$ cat src/design/sfd_pkg.sv
// ----------------------------------------------------------------------------
// sfd_pkg
// Shared types and constants of the sensor frame deframer.
// ----------------------------------------------------------------------------
package sfd_pkg;

  // configuration port
  localparam int unsigned CFG_ADDR_W = 3;
  localparam int unsigned CFG_DATA_W = 32;
  localparam logic        REG_SCALE  = 1'b0;  // word select of accel_full_scale

  localparam int unsigned SCALE_W     = 20;
  localparam logic [SCALE_W-1:0] SCALE_RESET = 20'd100000;

  // frame markers
  localparam logic [7:0]  HDR_FIRST   = 8'h03;
  localparam logic [7:0]  HDR_SECOND  = 8'hFC;
  localparam logic [7:0]  TRL_FIRST   = 8'hFC;
  localparam logic [7:0]  TRL_SECOND  = 8'h03;
  localparam logic [15:0] TYPE_MOTION = 16'h0003;
  localparam logic [15:0] TYPE_ENV    = 16'h0008;
  localparam logic [15:0] TYPE_EMPTY  = 16'hFC03;

  // payload store
  localparam int unsigned PAYLOAD_DEPTH = 20;
  localparam int unsigned IDX_W         = 5;
  localparam logic [IDX_W-1:0] MOTION_LAST = 5'd5;
  localparam logic [IDX_W-1:0] ENV_LAST    = 5'd19;

  // result field widths
  localparam int unsigned ACCEL_W = 21;
  localparam int unsigned SPEED_W = 31;
  localparam int unsigned TEMP_W  = 15;
  localparam int unsigned HUM_W   = 14;

  // fixed-point conversion constants
  localparam int unsigned ACCEL_SHIFT = 15;
  localparam logic [36:0] ACCEL_ROUND = 37'd32767;
  localparam logic [13:0] HUM_MUL     = 14'd10000;
  localparam logic [14:0] TIN_MUL     = 15'd20000;
  localparam logic [14:0] TOUT_MUL    = 15'd17500;
  localparam logic [15:0] TIN_OFS     = 16'd5000;
  localparam logic [15:0] TOUT_OFS    = 16'd4500;

  localparam logic FRAME_MOTION = 1'b0;
  localparam logic FRAME_ENV    = 1'b1;

  typedef enum logic [3:0] {
    PH_HUNT    = 4'b0001,
    PH_TYPE    = 4'b0010,
    PH_PAYLOAD = 4'b0100,
    PH_SKIP    = 4'b1000
  } sfd_phase_t;

  typedef enum logic [1:0] {
    KIND_MOTION  = 2'd0,
    KIND_ENV     = 2'd1,
    KIND_UNKNOWN = 2'd2
  } sfd_kind_t;

  // record request from the parser to the decoder
  typedef struct packed {
    logic fire;
    logic kind;
  } sfd_evt_t;

endpackage

$ cat src/design/sfd_cfg.sv
// ----------------------------------------------------------------------------
// sfd_cfg
// APB-style register file holding the acceleration full-scale value.
// ----------------------------------------------------------------------------
module sfd_cfg (
  input  logic                             clk,
  input  logic                             rst_n,
  input  logic                             psel,
  input  logic                             penable,
  input  logic                             pwrite,
  input  logic [sfd_pkg::CFG_ADDR_W-1:0]   paddr,
  input  logic [sfd_pkg::CFG_DATA_W-1:0]   pwdata,
  output logic [sfd_pkg::CFG_DATA_W-1:0]   prdata,
  output logic                             pready,
  output logic [sfd_pkg::SCALE_W-1:0]      scale
);

  logic [sfd_pkg::SCALE_W-1:0] scale_r;
  logic [sfd_pkg::SCALE_W-1:0] scale_nxt;
  logic                        hit;

  // byte lanes ignored, one word per register
  assign hit    = (paddr[sfd_pkg::CFG_ADDR_W-1] == sfd_pkg::REG_SCALE);
  assign pready = 1'b1;

  always_comb begin
    scale_nxt = scale_r;
    if (psel && penable && pwrite && hit) begin
      scale_nxt = pwdata[sfd_pkg::SCALE_W-1:0];
    end
  end

  always_ff @(posedge clk) begin
    if (!rst_n) begin
      scale_r <= sfd_pkg::SCALE_RESET;
    end else begin
      scale_r <= scale_nxt;
    end
  end

  assign prdata = hit ? {{(sfd_pkg::CFG_DATA_W - sfd_pkg::SCALE_W){1'b0}}, scale_r}
                      : '0;
  assign scale  = scale_r;

endmodule

$ cat src/design/sfd_parser.sv
// ----------------------------------------------------------------------------
// sfd_parser
// Byte-level frame parser: header hunt, type check, payload capture and
// trailer search. Raises a record request at an accepted trailer of a known type.
// ----------------------------------------------------------------------------
module sfd_parser (
  input  logic                                         clk,
  input  logic                                         rst_n,
  input  logic                                         in_valid,
  output logic                                         in_ready,
  input  logic [7:0]                                   in_rx_byte,
  input  logic                                         rec_free,
  output sfd_pkg::sfd_evt_t                            evt,
  output logic [sfd_pkg::PAYLOAD_DEPTH-1:0][7:0]       payload
);

  sfd_pkg::sfd_phase_t          phase_r, phase_nxt;
  sfd_pkg::sfd_kind_t           kind_r, kind_nxt;
  logic [7:0]                   prev_r, prev_nxt;
  logic [sfd_pkg::IDX_W-1:0]    idx_r, idx_nxt;
  logic [7:0]                   type_hi_r, type_hi_nxt;
  logic [7:0]                   store_r [sfd_pkg::PAYLOAD_DEPTH];
  logic                         accept;
  logic                         wr_en;
  logic                         fire;
  logic [15:0]                  type_word;
  logic [sfd_pkg::IDX_W-1:0]    last_idx;

  // only a byte that may close a frame needs room in the product stage
  assign in_ready  = rec_free ||
                     !(phase_r == sfd_pkg::PH_SKIP && prev_r == sfd_pkg::TRL_FIRST);
  assign accept    = in_valid && in_ready;
  assign type_word = {type_hi_r, in_rx_byte};
  assign last_idx  = (kind_r == sfd_pkg::KIND_ENV) ? sfd_pkg::ENV_LAST
                                                   : sfd_pkg::MOTION_LAST;

  always_comb begin
    phase_nxt   = phase_r;
    kind_nxt    = kind_r;
    prev_nxt    = prev_r;
    idx_nxt     = idx_r;
    type_hi_nxt = type_hi_r;
    wr_en       = 1'b0;
    fire        = 1'b0;
    if (accept) begin
      case (phase_r)
        sfd_pkg::PH_HUNT: begin
          if (prev_r == sfd_pkg::HDR_FIRST && in_rx_byte == sfd_pkg::HDR_SECOND) begin
            phase_nxt = sfd_pkg::PH_TYPE;
            idx_nxt   = '0;
            prev_nxt  = '0;
          end else begin
            prev_nxt = in_rx_byte;
          end
        end
        sfd_pkg::PH_TYPE: begin
          prev_nxt = '0;
          if (idx_r == '0) begin
            type_hi_nxt = in_rx_byte;
            idx_nxt     = sfd_pkg::IDX_W'(1);
          end else begin
            idx_nxt = '0;
            case (type_word)
              sfd_pkg::TYPE_MOTION: begin
                kind_nxt  = sfd_pkg::KIND_MOTION;
                phase_nxt = sfd_pkg::PH_PAYLOAD;
              end
              sfd_pkg::TYPE_ENV: begin
                kind_nxt  = sfd_pkg::KIND_ENV;
                phase_nxt = sfd_pkg::PH_PAYLOAD;
              end
              // trailer right after the header: empty frame
              sfd_pkg::TYPE_EMPTY: begin
                phase_nxt = sfd_pkg::PH_HUNT;
              end
              default: begin
                kind_nxt  = sfd_pkg::KIND_UNKNOWN;
                phase_nxt = sfd_pkg::PH_SKIP;
              end
            endcase
          end
        end
        sfd_pkg::PH_PAYLOAD: begin
          wr_en    = 1'b1;
          prev_nxt = '0;
          idx_nxt  = idx_r + 1'b1;
          if (idx_r == last_idx) begin
            phase_nxt = sfd_pkg::PH_SKIP;
          end
        end
        sfd_pkg::PH_SKIP: begin
          if (prev_r == sfd_pkg::TRL_FIRST && in_rx_byte == sfd_pkg::TRL_SECOND) begin
            phase_nxt = sfd_pkg::PH_HUNT;
            prev_nxt  = '0;
            fire      = (kind_r != sfd_pkg::KIND_UNKNOWN);
          end else begin
            prev_nxt = in_rx_byte;
          end
        end
        default: begin
          phase_nxt = sfd_pkg::PH_HUNT;
        end
      endcase
    end
  end

  always_ff @(posedge clk) begin
    if (!rst_n) begin
      phase_r   <= sfd_pkg::PH_HUNT;
      kind_r    <= sfd_pkg::KIND_MOTION;
      prev_r    <= '0;
      idx_r     <= '0;
      type_hi_r <= '0;
    end else begin
      phase_r   <= phase_nxt;
      kind_r    <= kind_nxt;
      prev_r    <= prev_nxt;
      idx_r     <= idx_nxt;
      type_hi_r <= type_hi_nxt;
    end
  end

  always_ff @(posedge clk) begin
    if (wr_en) begin
      store_r[idx_r] <= in_rx_byte;
    end
  end

  always_comb begin
    for (int i = 0; i < sfd_pkg::PAYLOAD_DEPTH; i++) begin
      payload[i] = store_r[i];
    end
  end

  assign evt.fire = fire;
  assign evt.kind = (kind_r == sfd_pkg::KIND_ENV) ? sfd_pkg::FRAME_ENV
                                                  : sfd_pkg::FRAME_MOTION;

  a_payload_kind_known: assert property (@(posedge clk) disable iff (!rst_n)
    phase_r == sfd_pkg::PH_PAYLOAD |-> kind_r != sfd_pkg::KIND_UNKNOWN)
    else $error("payload capture for an unknown frame type");

  a_motion_index_range: assert property (@(posedge clk) disable iff (!rst_n)
    (phase_r == sfd_pkg::PH_PAYLOAD && kind_r == sfd_pkg::KIND_MOTION)
      |-> idx_r <= sfd_pkg::MOTION_LAST)
    else $error("motion payload index past its end");

  a_fire_back_to_hunt: assert property (@(posedge clk) disable iff (!rst_n)
    fire |=> (phase_r == sfd_pkg::PH_HUNT && prev_r == '0))
    else $error("record request did not return parser to header hunt");

endmodule

$ cat src/design/sfd_decode.sv
// ----------------------------------------------------------------------------
// sfd_decode
// Record decoder: a product stage fed from the payload store, then a
// result register with the scaling, offsets and motion-frame zeroing.
// ----------------------------------------------------------------------------
module sfd_decode (
  input  logic                                      clk,
  input  logic                                      rst_n,
  input  sfd_pkg::sfd_evt_t                         evt,
  input  logic [sfd_pkg::PAYLOAD_DEPTH-1:0][7:0]    payload,
  input  logic [sfd_pkg::SCALE_W-1:0]               scale,
  output logic                                      rec_free,
  output logic                                      out_valid,
  input  logic                                      out_ready,
  output logic                                      out_frame_kind,
  output logic signed [sfd_pkg::ACCEL_W-1:0]        out_accel_x,
  output logic signed [sfd_pkg::ACCEL_W-1:0]        out_accel_y,
  output logic signed [sfd_pkg::ACCEL_W-1:0]        out_accel_z,
  output logic [sfd_pkg::SPEED_W-1:0]               out_speed_value,
  output logic signed [sfd_pkg::TEMP_W-1:0]         out_inner_temp_centi,
  output logic [sfd_pkg::HUM_W-1:0]                 out_inner_humidity_centi,
  output logic signed [sfd_pkg::TEMP_W-1:0]         out_outer_temp_centi
);

  // product stage
  logic                         a_valid_r, a_valid_nxt;
  logic                         a_kind_r;
  logic signed [36:0]           ax_r, ay_r, az_r;
  logic [sfd_pkg::SPEED_W-1:0]  spd_r;
  logic [33:0]                  hum_r;
  logic [34:0]                  tin_r;
  logic [30:0]                  tout_r;

  // result register
  logic                         o_valid_r, o_valid_nxt;
  logic                         o_kind_r;
  logic signed [sfd_pkg::ACCEL_W-1:0] o_ax_r, o_ay_r, o_az_r;
  logic [sfd_pkg::SPEED_W-1:0]  o_spd_r;
  logic signed [sfd_pkg::TEMP_W-1:0]  o_tin_r, o_tout_r;
  logic [sfd_pkg::HUM_W-1:0]    o_hum_r;

  logic                         out_free;
  logic                         a_move;
  logic signed [20:0]           scale_s;
  logic [31:0]                  speed_word;
  logic [19:0]                  hum_raw, tin_raw;
  logic [15:0]                  tout_raw;
  logic signed [36:0]           ax_prod, ay_prod, az_prod;
  logic [31:0]                  tout_sum;
  logic [15:0]                  tout_quo;
  logic [15:0]                  tin_val, tout_val;

  assign out_free = !o_valid_r || out_ready;
  assign a_move   = a_valid_r && out_free;
  assign rec_free = !a_valid_r || out_free;

  assign scale_s    = $signed({1'b0, scale});
  assign speed_word = {payload[6], payload[7], payload[8], payload[9]};
  assign hum_raw    = {payload[11][3:0], payload[12], payload[13]};
  assign tin_raw    = {payload[15][3:0], payload[16], payload[17]};
  assign tout_raw   = {payload[18], payload[19]};

  assign ax_prod = $signed({payload[0], payload[1]}) * scale_s;
  assign ay_prod = $signed({payload[2], payload[3]}) * scale_s;
  assign az_prod = $signed({payload[4], payload[5]}) * scale_s;

  assign a_valid_nxt = evt.fire ? 1'b1 : (a_move ? 1'b0 : a_valid_r);

  always_ff @(posedge clk) begin
    if (!rst_n) begin
      a_valid_r <= 1'b0;
    end else begin
      a_valid_r <= a_valid_nxt;
    end
  end

  always_ff @(posedge clk) begin
    if (evt.fire) begin
      a_kind_r <= evt.kind;
      ax_r     <= ax_prod;
      ay_r     <= ay_prod;
      az_r     <= az_prod;
      spd_r    <= speed_word[31] ? '0 : speed_word[sfd_pkg::SPEED_W-1:0];
      hum_r    <= 34'(hum_raw) * sfd_pkg::HUM_MUL;
      tin_r    <= 35'(tin_raw) * sfd_pkg::TIN_MUL;
      tout_r   <= 31'(tout_raw) * sfd_pkg::TOUT_MUL;
    end
  end

  // divide by 32768 truncating toward zero
  function automatic logic signed [sfd_pkg::ACCEL_W-1:0] accel_div(
    input logic signed [36:0] p
  );
    logic signed [36:0] biased;
    biased = p[36] ? (p + $signed(sfd_pkg::ACCEL_ROUND)) : p;
    return sfd_pkg::ACCEL_W'(biased >>> sfd_pkg::ACCEL_SHIFT);
  endfunction

  // floor(p / 65535) for p below 2^31
  assign tout_sum = {1'b0, tout_r} + {16'b0, 1'b0, tout_r[30:16]} + 32'd1;
  assign tout_quo = tout_sum[31:16];
  assign tin_val  = {1'b0, tin_r[34:20]} - sfd_pkg::TIN_OFS;
  assign tout_val = tout_quo - sfd_pkg::TOUT_OFS;

  assign o_valid_nxt = a_move ? 1'b1 : (out_ready ? 1'b0 : o_valid_r);

  always_ff @(posedge clk) begin
    if (!rst_n) begin
      o_valid_r <= 1'b0;
    end else begin
      o_valid_r <= o_valid_nxt;
    end
  end

  always_ff @(posedge clk) begin
    if (a_move) begin
      o_kind_r <= a_kind_r;
      o_ax_r   <= accel_div(ax_r);
      o_ay_r   <= accel_div(ay_r);
      o_az_r   <= accel_div(az_r);
      if (a_kind_r == sfd_pkg::FRAME_ENV) begin
        o_spd_r  <= spd_r;
        o_hum_r  <= hum_r[33:20];
        o_tin_r  <= $signed(tin_val[sfd_pkg::TEMP_W-1:0]);
        o_tout_r <= $signed(tout_val[sfd_pkg::TEMP_W-1:0]);
      end else begin
        o_spd_r  <= '0;
        o_hum_r  <= '0;
        o_tin_r  <= '0;
        o_tout_r <= '0;
      end
    end
  end

  assign out_valid                = o_valid_r;
  assign out_frame_kind           = o_kind_r;
  assign out_accel_x              = o_ax_r;
  assign out_accel_y              = o_ay_r;
  assign out_accel_z              = o_az_r;
  assign out_speed_value          = o_spd_r;
  assign out_inner_temp_centi     = o_tin_r;
  assign out_inner_humidity_centi = o_hum_r;
  assign out_outer_temp_centi     = o_tout_r;

  a_fire_has_room: assert property (@(posedge clk) disable iff (!rst_n)
    evt.fire |-> rec_free)
    else $error("record request while product stage is blocked");

  a_held_record_kept: assert property (@(posedge clk) disable iff (!rst_n)
    (a_valid_r && !out_free) |=> (a_valid_r && $stable(ax_r) && $stable(a_kind_r)))
    else $error("stalled record in product stage was lost or changed");

endmodule

$ cat src/design/sensor_frame_deframer_top.sv
// ----------------------------------------------------------------------------
// sensor_frame_deframer_top
// Byte-stream sensor frame deframer with decoded record output.
// ----------------------------------------------------------------------------
// Takes one link byte per cycle while in_ready is high and turns each complete
// motion (type 0003) or environment (type 0008) frame between header 03 FC and
// trailer FC 03 into one decoded record; unknown and empty frames produce
// nothing. After its trailer byte is accepted, a record passes through the
// product stage (the three 16x21 acceleration multipliers and the humidity and
// temperature constant multipliers) and then the output register (scaling
// shifts, divide by 65535 and offsets). in_ready drops only when a possible
// trailer byte arrives while both the product stage and the result register
// hold records that the sink has not taken. The full-scale register is written
// through the APB port at word 0; the user must do so only while the stream is
// idle, which the block does not enforce. There is no start-up clearing pass.
module sensor_frame_deframer_top (
  input  logic                                  clk,
  input  logic                                  rst_n,
  input  logic                                  psel,
  input  logic                                  penable,
  input  logic                                  pwrite,
  input  logic [sfd_pkg::CFG_ADDR_W-1:0]        paddr,
  input  logic [sfd_pkg::CFG_DATA_W-1:0]        pwdata,
  output logic [sfd_pkg::CFG_DATA_W-1:0]        prdata,
  output logic                                  pready,
  input  logic                                  in_valid,
  output logic                                  in_ready,
  input  logic [7:0]                            in_rx_byte,
  output logic                                  out_valid,
  input  logic                                  out_ready,
  output logic                                  out_frame_kind,
  output logic signed [sfd_pkg::ACCEL_W-1:0]    out_accel_x,
  output logic signed [sfd_pkg::ACCEL_W-1:0]    out_accel_y,
  output logic signed [sfd_pkg::ACCEL_W-1:0]    out_accel_z,
  output logic [sfd_pkg::SPEED_W-1:0]           out_speed_value,
  output logic signed [sfd_pkg::TEMP_W-1:0]     out_inner_temp_centi,
  output logic [sfd_pkg::HUM_W-1:0]             out_inner_humidity_centi,
  output logic signed [sfd_pkg::TEMP_W-1:0]     out_outer_temp_centi
);

  logic [sfd_pkg::SCALE_W-1:0]                scale;
  logic                                       rec_free;
  sfd_pkg::sfd_evt_t                          evt;
  logic [sfd_pkg::PAYLOAD_DEPTH-1:0][7:0]     payload;

  sfd_cfg u_cfg (
    .clk     (clk),
    .rst_n   (rst_n),
    .psel    (psel),
    .penable (penable),
    .pwrite  (pwrite),
    .paddr   (paddr),
    .pwdata  (pwdata),
    .prdata  (prdata),
    .pready  (pready),
    .scale   (scale)
  );

  sfd_parser u_parser (
    .clk        (clk),
    .rst_n      (rst_n),
    .in_valid   (in_valid),
    .in_ready   (in_ready),
    .in_rx_byte (in_rx_byte),
    .rec_free   (rec_free),
    .evt        (evt),
    .payload    (payload)
  );

  sfd_decode u_decode (
    .clk                      (clk),
    .rst_n                    (rst_n),
    .evt                      (evt),
    .payload                  (payload),
    .scale                    (scale),
    .rec_free                 (rec_free),
    .out_valid                (out_valid),
    .out_ready                (out_ready),
    .out_frame_kind           (out_frame_kind),
    .out_accel_x              (out_accel_x),
    .out_accel_y              (out_accel_y),
    .out_accel_z              (out_accel_z),
    .out_speed_value          (out_speed_value),
    .out_inner_temp_centi     (out_inner_temp_centi),
    .out_inner_humidity_centi (out_inner_humidity_centi),
    .out_outer_temp_centi     (out_outer_temp_centi)
  );

endmodule
$ cat config.mk
export PLATFORM = sky130hd
export DESIGN_NAME = sensor_frame_deframer_top
export DESIGN_NICKNAME = d
export VERILOG_FILES = /design/src/design/sfd_pkg.sv /design/src/design/sfd_cfg.sv /design/src/design/sfd_parser.sv /design/src/design/sfd_decode.sv /design/src/design/sensor_frame_deframer_top.sv
export SDC_FILE = /design/constraint.sdc
export NUM_CORES = 2
export LEC_CHECK = 0
export ABC_AREA = 1
export BUFFER_PORTS_ARGS = -buffer_cell sky130_fd_sc_hd__buf_2
export CAP_MARGIN = 10
export CORE_MARGIN = 3
export CORE_UTILIZATION = 30
export DETAILED_ROUTE_END_ITERATION = 10
export HOLD_SLACK_MARGIN = 0.12
export PLACE_DENSITY = 0.43
export SLEW_MARGIN = 5
export SYNTH_ARGS = -nofsm -noshare
export SYNTH_HDL_FRONTEND = slang
export SYNTH_SLANG_ARGS = --single-unit
$ cat constraint.sdc
create_clock -name clk -period 49.7 [get_ports clk]
set_input_delay 2.485 -clock clk [delete_from_list [all_inputs] [get_ports clk]]
set_output_delay 2.485 -clock clk [all_outputs]
set_load 0.05 [all_outputs]
==> impl_metrics.csv <==
group,metric,value,unit
detailed_routing,detail_route.first_pass.iterations,5,
cts,tritoncts,"yes",
worst_setup_path,cp.required,50.11,ns
cts,clkSinkCount,525,
power_and_ir_drop,power.share.switching,42.4,%
floorplanning,floorplan.initialDensity,30.2,%
power_and_ir_drop,peakVddDrop,0.0307,mV
global_route,first_pass_grt_wire_length,271,mm
global_route,largest_net_degree_at_the_start_of_global_routing,68,
detailed_routing,vias,45019,
cells_and_area,layout-area-overhead-vs-synth,9.74,%
cts,worst_skew_late_latency,0.68,ns
worst_setup_path,timing.setup.critical_path_class,"reg2reg",
sta,setup_tns_final,0,ns
sta,final_setup_violation_count,0,
worst_setup_path,cp-start-kind,"flip-flop",
placement,dp_hpwl,129,mm
worst_setup_path,slowest_delay,0.71,ns
global_route,grt.overflow.total,0,
floorplanning,core-area,210000,um2
detailed_routing,viasPerCell,4.43,
detailed_routing,drc,0,
detailed_routing,detail_route.wl_per_cell,16.6,um
sta,clock.fmax,144,MHz
cts,clock_path_buffers,3,
worst_setup_path,path_max_fanout,32,
sta,final-hold-violation-count,0,
synthesis,synth_flop_cell,"edfxtp_1",
floorplanning,die-width,466,um
floorplanning,die_y,466,um
placement,placed_cell_area,67400,um2
cts,postCtsSetupRepairBufs,0,
placement,routability_congestion_estimate,0.855,
power_and_ir_drop,power-per-cell-area,29.0,nW/um2
min_path,min_path_type,"reg2reg",
synthesis,synth_sequential_area_ratio,24.1,%
sta,finalMaxSlewViolations,0,
placement,place.port_buffers,196,
cts,number_of_levels_in_the_clock_h_tree,3,
worst_setup_path,worst_setup_path_end_kind,"flip-flop",
flow_run,max-cap-violations,0,
power_and_ir_drop,power.sequential.fraction,26.4,%
worst_setup_path,cp_data_arrival_time,7.33,ns
synthesis,syn-mean-instance-area,8.79,um2
cells_and_area,final_cell_area,69600,um2
floorplanning,floorplan.io_pins,224,
worst_setup_path,cpMaxStageDelayCell,"dfxtp_2",
sta,fin_crit,6.93,ns
synthesis,ys_ff_latch,525,
floorplanning,die_area,217000,um2
global_route,grt_antenna_before_repair,7,
sta,timing_worst_slew_pin_value,1.15,ns
sta,timing.slew.headroom,23.3,%
sta,rsz0062_at_grt,"false",
power_and_ir_drop,power.internal,1.16,mW
cells_and_area,finish.net_count,8908,
synthesis,synth.yosys.warnings,0,
synthesis,synth_cell_types,58,
detailed_routing,finalWirelength,169,mm
cts,clock-root-buffer,"clkbuf_16",
worst_setup_path,critical_path_cell_list,"buf_4 -> nand2_1 -> fa_1 -> inv_1 -> fa_1 -> inv_1 -> fa_1 -> inv_1 -> fa_1 -> inv_1 -> fa_1 -> inv_1 -> fa_1 -> ha_1 -> a21oi_1 -> o21ai_0 -> a21oi_1 -> inv_1 -> nand2_1 -> nand2_1 -> a21boi_1 -> o21ai_0 -> xor2_1",
status,run_status,"completed",
synthesis,synth-edff-count,476,
synthesis,asr_flop_ratio_synth,0,%
power_and_ir_drop,totalPowerFinal,2.02,mW
cts,cts.repair.resized,0,
cells_and_area,layout-drive-gt1-share,6.21,%
power_and_ir_drop,power_frac_comb,49.1,%
global_route,grt_pass1_vias,47691,
detailed_routing,number_of_nets_with_antenna_violations_after_detailed_routing,0,
synthesis,synth_cells,7217,
cts,cts_made_buffers,67,
sta,finalClockSkew,0.0466,ns
cts,cts_hold_repair.buffers,0,
floorplanning,num_rows,168,
power_and_ir_drop,static_leakage,36.5,nW
cts,worst_setup_hold_path_clk_slew,0.07,ns
worst_setup_path,timing.reg2reg.setup_slack,42.77,ns
power_and_ir_drop,power.net_switching,0.854,mW
synthesis,post_synth_instance_area,63400,um2
detailed_routing,first_iter_violations,2362,
power_and_ir_drop,clk_pwr_share,24.5,%
sta,final_min_period_over_clock_period,13.9,%
global_route,grt_util_all_layers,15.8,%
==> area by class of cell <==
| cell class | instances | area (um2) |
|---|---|---|
| clock inverters | 44 | 465 |
| diodes | 4 | 10.0 |
| clock buffers | 79 | 1740 |
| repair buffers | 236 | 1280 |
| fillers | 22032 | 140000 |
| multi-input cells | 4462 | 39800 |
| inverters | 2012 | 7560 |
| flip-flops and latches | 525 | 15300 |
| well taps | 2805 | 3510 |
==> cells in the mapped netlist, types with 15 or more instances <==
library cell	count	area share, %
dfxtp_1	49	1.5
ha_1	667	13
a21oi_1	266	2.1
a31oi_1	24	0.24
a21o_1	21	0.25
nand2_1	1525	9.0
nor3_1	47	0.37
nor2_1	349	2.1
nand3_2	15	0.24
clkbuf_1	174	1.0
edfxtp_1	476	23
xor2_1	126	1.7
nand3_1	99	0.78
xnor2_1	77	1.1
nand2_2	21	0.21
fa_1	887	28
o21ai_0	124	0.98
o21a_1	18	0.21
nand4_1	43	0.42
buf_1	40	0.24
inv_1	1998	12
==> critical path: cells and delay by family, from the launching register on <==
family | cells | cell delay [ns]
adders and majority gates | 7 | 3.42
AOI/OAI and AO/OA | 5 | 1.05
DFF | 1 | 0.71
xor gates and xnor gates | 1 | 0.16
buffers and inverters | 7 | 1.00
and+or+nand+nor | 3 | 0.32
==> final timing paths <==
check | startpoint | to | cells after the start
worst min-delay path | u_parser.prev_r[7]$_SDFFE_PN0P_ | u_parser.prev_r[7]$_SDFFE_PN0P_ | 2
worst max-delay path | u_cfg.scale[5]$_SDFFE_PN1P_ | u_decode.az_r[27]$_DFFE_PP_ | 23
worst max register to register | u_cfg.scale[5]$_SDFFE_PN1P_ | u_decode.az_r[27]$_DFFE_PP_ | 23
worst min register to register | u_parser.prev_r[7]$_SDFFE_PN0P_ | u_parser.prev_r[7]$_SDFFE_PN0P_ | 2
==> sequential cells by signal, summed over array words and instances (netlist names), 4 cells and up <==
signal                             flops
u_decode.hum_r                        14
u_decode.spd_r                        31
u_decode.ax_r                         37
u_decode.out_accel_z                  21
u_decode.tout_r                       29
u_decode.out_accel_y                  21
u_parser.idx_r                         5
u_cfg.scale                           20
u_parser.type_hi_r                     8
u_decode.out_inner_temp_centi         15
u_decode.out_accel_x                  21
u_decode.ay_r                         37
u_decode.az_r                         37
u_parser.prev_r                        8
u_parser.phase_r                       4
u_decode.tin_r                        15
u_decode.out_outer_temp_centi         15
u_decode.out_speed_value              31
u_decode.out_inner_humidity_centi     14
u_parser.store_r                     136
==> power by group through the flow <==
stage               clock network (mW)  registers [mW]  logic, mW
floorplan                            0           0.539      0.695
global placement                     0           0.542      0.995
detailed placement                   0           0.543      0.994
CTS                              0.513           0.533       1.00
global route                     0.529           0.534       1.13
finish                           0.493           0.533      0.990
==> cell families (layout without fill, tap and decap cells) <==
kind of cell               after synthesis  in the layout  synth area share, %
AOI/OAI and AO/OA                      525            525                 4.64
xor gates and xnor gates               203            203                 2.80
adders and majority gates             1554           1554                 41.1
buffers and inverters                 2241           2371                 13.4
DFF                                    525            525                 24.1
other                                    2             17               0.0118
and+or+nand+nor                       2167           2167                 14.0
==> routing by layer <==
layer	GRT usage, %	share of wire [%]
met1	21.9	47
met5	0	0.033
met3	2.23	4.4
met2	25.9	47
met4	3.99	2.2
==> stage by stage <==
stage	hold WS (ns)	utilization, %	cells	worst slack, ns
6_report	0.469	33.2	10167	42.77
5_1_grt	0.496	33.1	10164	42.39
4_1_cts	0.468	33.1	10163	42.73
3_3_place_gp	0.453	32.1	10040	42.79
3_5_place_dp	0.457	32.1	10040	42.73
2_1_floorplan	0.424	-	7228	13.37
==> cells in the final DEF (no fill, tap or decap), types with 11 or more instances in the layout <==
cell type and count:
inv_1 1998, clkbuf_1 11, o21ai_0 124, edfxtp_1 476, a21oi_1 265, nand2_2 21, xnor2_1 77, nor2_1 349
clkinv_1 12, clkbuf_16 68, a21o_1 21, nand2_1 1525, nand3_1 99, dfxtp_1 29, nand3_2 15, o21a_1 18
conb_1 13, buf_4 40, buf_2 196, dfxtp_2 20, xor2_1 126, nor4_1 14, a31oi_1 24, nor2_2 14
nor3_1 47, o21bai_1 11, nand4_1 43, fa_1 887, ha_1 667, o211ai_1 12
(Power assumes the default switching activity.)
